===== config.mk =====
export PLATFORM = sky130hd
export DESIGN_NAME = hmtn_out_buf
export DESIGN_NICKNAME = d
export VERILOG_FILES = /design/src/design/hmtn_out_buf.sv
export SDC_FILE = /design/constraint.sdc
export NUM_CORES = 1
export LEC_CHECK = 0
export BUFFER_PORTS_ARGS = -buffer_cell sky130_fd_sc_hd__buf_2
export CAP_MARGIN = 20
export CORE_ASPECT_RATIO = 1.1
export CORE_MARGIN = 4
export CORE_UTILIZATION = 35
export CTS_CLUSTER_DIAMETER = 200
export CTS_CLUSTER_SIZE = 14
export DETAILED_ROUTE_END_ITERATION = 10
export PLACE_DENSITY_LB_ADDON = 0.05
export SLEW_MARGIN = 20
export SYNTH_ARGS = -nofsm -noshare
export SYNTH_HDL_FRONTEND = slang
export SYNTH_SLANG_ARGS = --single-unit

===== constraint.sdc =====
create_clock -name aclk -period 3.7 [get_ports aclk]
set_input_delay 0.37 -clock aclk [delete_from_list [all_inputs] [get_ports aclk]]
set_output_delay 0.37 -clock aclk [all_outputs]
set_load 0.05 [all_outputs]

===== src/design/hmtn_out_buf.sv =====
// Output register with a skid entry for the normal core.
// Parts the pipeline stall from the receiver's tready; no package dependencies.
`default_nettype none
module hmtn_out_buf #(
    parameter int DATA_W = 48
) (
    input  wire                 aclk,
    input  wire                 aresetn,
    input  wire                 in_valid,
    input  wire  [DATA_W-1:0]   in_data,
    output logic                advance,
    output logic                out_valid,
    input  wire                 out_ready,
    output logic [DATA_W-1:0]   out_data
);

    logic              out_vld_reg;
    logic              skid_vld_reg;
    logic [DATA_W-1:0] out_data_reg;
    logic [DATA_W-1:0] skid_data_reg;
    logic              take;
    logic              arrive;

    // Pipeline moves only while the skid entry is free.
    assign advance = !skid_vld_reg;
    assign take    = out_vld_reg && out_ready;
    assign arrive  = in_valid && !skid_vld_reg;

    always_ff @(posedge aclk) begin
        if (!aresetn) begin
            out_vld_reg  <= 1'b0;
            skid_vld_reg <= 1'b0;
        end else if (skid_vld_reg) begin
            if (take) begin
                skid_vld_reg <= 1'b0;
            end
        end else if (out_vld_reg && !take) begin
            if (arrive) begin
                skid_vld_reg <= 1'b1;
            end
        end else begin
            out_vld_reg <= arrive;
        end
    end

    always_ff @(posedge aclk) begin
        if (skid_vld_reg) begin
            if (take) begin
                out_data_reg <= skid_data_reg;
            end
        end else if (out_vld_reg && !take) begin
            if (arrive) begin
                skid_data_reg <= in_data;
            end
        end else if (arrive) begin
            out_data_reg <= in_data;
        end
    end

    assign out_valid = out_vld_reg;
    assign out_data  = out_data_reg;

endmodule
`default_nettype wire


---- After elaboration in Yosys (flattened, before gate mapping) ----
Cells that the tools add are included.
storage, ports and cells
  bits in registers ....................... 98
  input bits .............................. 52
  output and inout bits ................... 50
  word-level logic and storage cells ...... 25
operators by class
  eq/ne operators ......................... 2
  mux-type cells .......................... 8
  bitwise gates (word level) .............. 2
  reduce and logical (&&, ||, !) cells .... 9
operators by type and width
  kind                                                              count
  48-bit two-way mux                                                4
  3-bit AND reduction                                               2
  1-bit two-way mux                                                 4
  1-bit logical AND                                                 3
  1-bit zero test                                                   2
  2-bit by 1-bit != test with 1-bit output (second input constant)  1
  2-bit != test (second input constant)                             1
  1-bit inverter                                                    2
  2-bit AND reduction                                               1
  2-bit nonzero test                                                1

---- Depth between registers and ports, before layout ----
  word-level depth ........................ 5
  mapped depth ............................ 4
  depth with buffers taken out ............ 2

---- Worst setup path after synthesis ----
Ideal clock, no wire load.
  kind .................................... register -> register
  start ................................... reg out_vld_reg, in the netlist out_valid
  end ..................................... reg out_data_reg[0], in the netlist out_data[0], enable pin
  library setup time ...................... 470 ps
  data arrival time ....................... 3,213 ps
  required time ........................... 3,230 ps
  setup slack ............................. 17 ps
  cell stages (with the launch flop) ...... 3
  path buffers ............................ 0
  clock period less this slack ............ 3,683 ps
  cell sequence ........................... dfxtp_1 mux2i_1 a21oi_1
between the ends
  longest elaborated chain between the ends .. 5
  elaborated cells between the ends (all ways) .. 6
  those cells by class .................... eq/ne (2); reduce/logical (4)
ends and longest elaborated chain
  element                                 RTL line  RTL
  start, declared                         17        logic out_vld_reg;
  start signal, assigned                  42        out_vld_reg <= arrive;
  1-bit logical AND                       26        assign take = out_vld_reg && out_ready;
  1-bit zero test                         51        end else if (out_vld_reg && !take) begin
  1-bit logical AND                       51
  2-bit != test (no source line)          n/a
  3-bit AND reduction (no source line) *  n/a
  end signal, assigned                    49        out_data_reg <= skid_data_reg;
  end signal, assigned                    56        out_data_reg <= in_data;
  end, declared                           19        logic [DATA_W-1:0] out_data_reg;
Mark *: on every way between the ends. The rest lies on a longest branch, timed or not.
A chain may end at the register's enable or synchronous reset.

---- Worst setup path in the final report ----
  start ................................... reg out_vld_reg, in the netlist out_valid
  end ..................................... reg skid_data_reg[23], enable pin
between the ends
  longest elaborated chain between the ends .. 4
ends and longest elaborated chain
  element                                 RTL line  RTL
  1-bit logical AND                       26
  1-bit zero test                         51
  1-bit logical AND *                     51
  3-bit AND reduction (no source line) *  n/a
  end signal, assigned                    53        skid_data_reg <= in_data;
  end, declared                           20        logic [DATA_W-1:0] skid_data_reg;
Marks and branches as above.

==> results.cfg <==
[status]
outcome = finished clean

[pwr]
seqPwrFrac_pct = 50.1
share_comb_of_total_power_pct = 14.4
vdd_ir_drop_max_v = 0.000254
internal_power_mw = 1.98
power_density_mw_per_mm2 = 556
net-switching-power_mw = 0.649
clkPwrFrac_pct = 35.5
power.leakage_nw = 1.84
switching_share_pct = 24.7

[finish]
num_antenna_cells = 0
filler_cell_count = 959
synthToLayoutAreaGrowth_pct = 23.9
drive_gt1_share_pct = 60.8
leading_cell_types_in_the_layout_fill_and_taps_excluded = 101 x buf_2, 96 x edfxtp_1, 46 x mux2_4
fin_nets = 325
layout.cells.most_common = buf_2
final_util_pct = 44.9

[clocking]
holdBufCountCts = 0
h-tree-depth = 3
cts-root-buf = clkbuf_16
clk_pin_slew_worst_paths_ns = 0.06
post_cts_buffers = 0
cts_tree = built
cts_num_sinks = 98
cts.path.max_buffers = 2
cts_inserted_buffers = 9
post_cts_resized = 0
worstSkewPairLatency_ns = 0.33

[critical_path]
critPathLaunch = out_valid
timing.critical_path.fanout_max = 38
critical_path.reg2reg.endpoint = skid_data_reg[23]
critical-path-max-stage-delay_ns = 0.49
reg2reg_slack_ns = 1.91
crit_path_end_kind = flop
crit_required_ns = 3.67
timing.setup.critical_path_class = flop to flop
timing.critical_path.from_type = flop
r2r_cells = 2
crit_path_cell_trace = and4_2 -> buf_4
cp_data_arrival_time_ns = 1.77
reg2reg_from = out_valid
worst_path_cell_with_the_longest_stage_delay = buf_4
worst_setup_path_endpoint = skid_data_reg[23]

[detailed_routing]
drtIter0Drc = 79
num_vias = 1814
viasPerCell = 4.31
detail_route.wirelength_mm = 6.48
avgRoutedWirePerCell_um = 15.4
detail_route.drc_violations = 0
drt.antenna.violating_nets = 0
dr.pass1.iters = 4

[synth]
synth.yosys.warnings = 0
synth_top_area_cell = edfxtp_1
netlist_instances = 164
synth_cell_type_count = 15
synth-seq-area-share_pct = 76.6
syn-num-nets = 216
synthesis.area_per_instance_sq_um = 23.3
synth.cell_area_sq_mm = 0.00382
netlist_top_cells_area = edfxtp_1 76%, mux2_4 18%, buf_12 2.6%, dfxtp_1 1.0%, mux2_2 0.59%
synth_top_cell_area_share_pct = 75.5
postSynthRegisterBits = 98

[global_routing]
grt_remaining_overflow = 0
gr-usage-all-layers_pct = 10.7
pin_count_of_the_biggest_net_entering_global_routing = 49
number_of_global_route_vias_before_repair = 1909
grt_first_pass_wirelength_mm = 10.2
grt_antenna_before_repair = 0

[sta]
layout_worst_path_cycle_share_pct = 48.5
number_of_slew_limit_violations_in_the_final_report = 0
hold_violations = 0
setup-tns-final_ns = 0
relSlewSlack_pct = 41.2
maxClockFrequency_mhz = 557
worst_max_slew_pin_slew_ns = 0.883
grt_setup_unrepaired = false
worst_clock_skew_ns = 0.00452
fin_worst_hold_slack_ns = 0.227
finalWorstPathRequiredPeriod_ns = 1.79
report.final.setup_viol = 0

[floorplan]
core_region_area_sq_mm = 0.0105
initial_core_util_pct = 36.2
die_span_in_y_um = 118
top_level_pins = 102
chipWidth_um = 108
die_area_sq_mm = 0.0126
core.rowCount = 39

[place]
globalplace.congestion = 0.666
portBuffers = 101

[min_path]
holdPathStages = 1
timing.hold.worst.class = input port to flop

[flow_run]
maxCapViolations = 0
==> metrics by stage <==
step	power (mW)	instance area (sq um)	cells	setup WS, ns
after floorplan	1.64	3820	164	0.0169
after global placement	1.73	4430	405	1.78
after detailed placement	1.73	4430	405	1.75
after CTS	2.67	4730	421	1.86
after global routing	2.75	4730	421	1.78
final	2.63	4730	421	1.91
==> per-layer routing <==
metal | up-vias | track usage, % | share of wire (%)
li1 | 863 | - | -
met1 | 877 | 13.6 | 44
met2 | 66 | 15.9 | 46
met3 | 8 | 4.72 | 8.7
met4 | 0 | 4.50 | 1.4
met5 | - | 0 | 0
==> worst min-delay path by stage <==
stage | start | end | slack, ns
global placement | skid_data_reg[26] | out_data[26] | 0.53
finish | in_data[30] | skid_data_reg[30] | 0.23
detailed placement | skid_data_reg[45] | out_data[45] | 0.53
global route | in_data[30] | skid_data_reg[30] | 0.21
floorplan | out_ready | skid_vld_reg | 0.47
CTS | in_data[30] | skid_data_reg[30] | 0.21
==> area by class of cell <==
type | instances | area [sq um] | share of cell area [%]
Clock buffer | 13 | 260 | 5.50
Tap cell | 143 | 179 | 3.78
Sequential cell | 98 | 2930 | 61.9
Inverter | 3 | 11.3 | 0.238
Timing Repair Buffer | 104 | 528 | 11.2
Multi-Input combinational cell | 57 | 785 | 16.6
Clock inverter | 3 | 40.0 | 0.847
==> cells in the mapped netlist (all sizes together) <==
cell type	number
mux2i	1
o21ai	1
and4	1
edfxtp	96
a21oi	2
nor2b	1
a211oi	1
nand2	1
dfxtp	2
inv	3
nand3b	1
buf	6
mux2	48
==> cells by family after synthesis <==
kind of cell | after synthesis | share of synthesized area [%]
buf+inv | 9 | 3.21
mux | 49 | 18.9
flops | 98 | 76.6
compound gates | 4 | 0.590
simple gates | 4 | 0.688
==> power groups by stage <==
stage               clock, mW  combinational (mW)  sequential [mW]
floorplan                   0               0.127             1.51
global placement            0               0.385             1.34
detailed placement          0               0.387             1.34
CTS                     0.963               0.387             1.32
global route             1.02               0.403             1.32
finish                  0.932               0.379             1.32
==> critical path: cells and delay by family (launching register included) <==
family,cells,cell delay (ns)
DFF,1,0.46
buffers and inverters,1,0.49
and+or+nand+nor,1,0.45
Note: power is estimated with default switching activity, not from simulation.
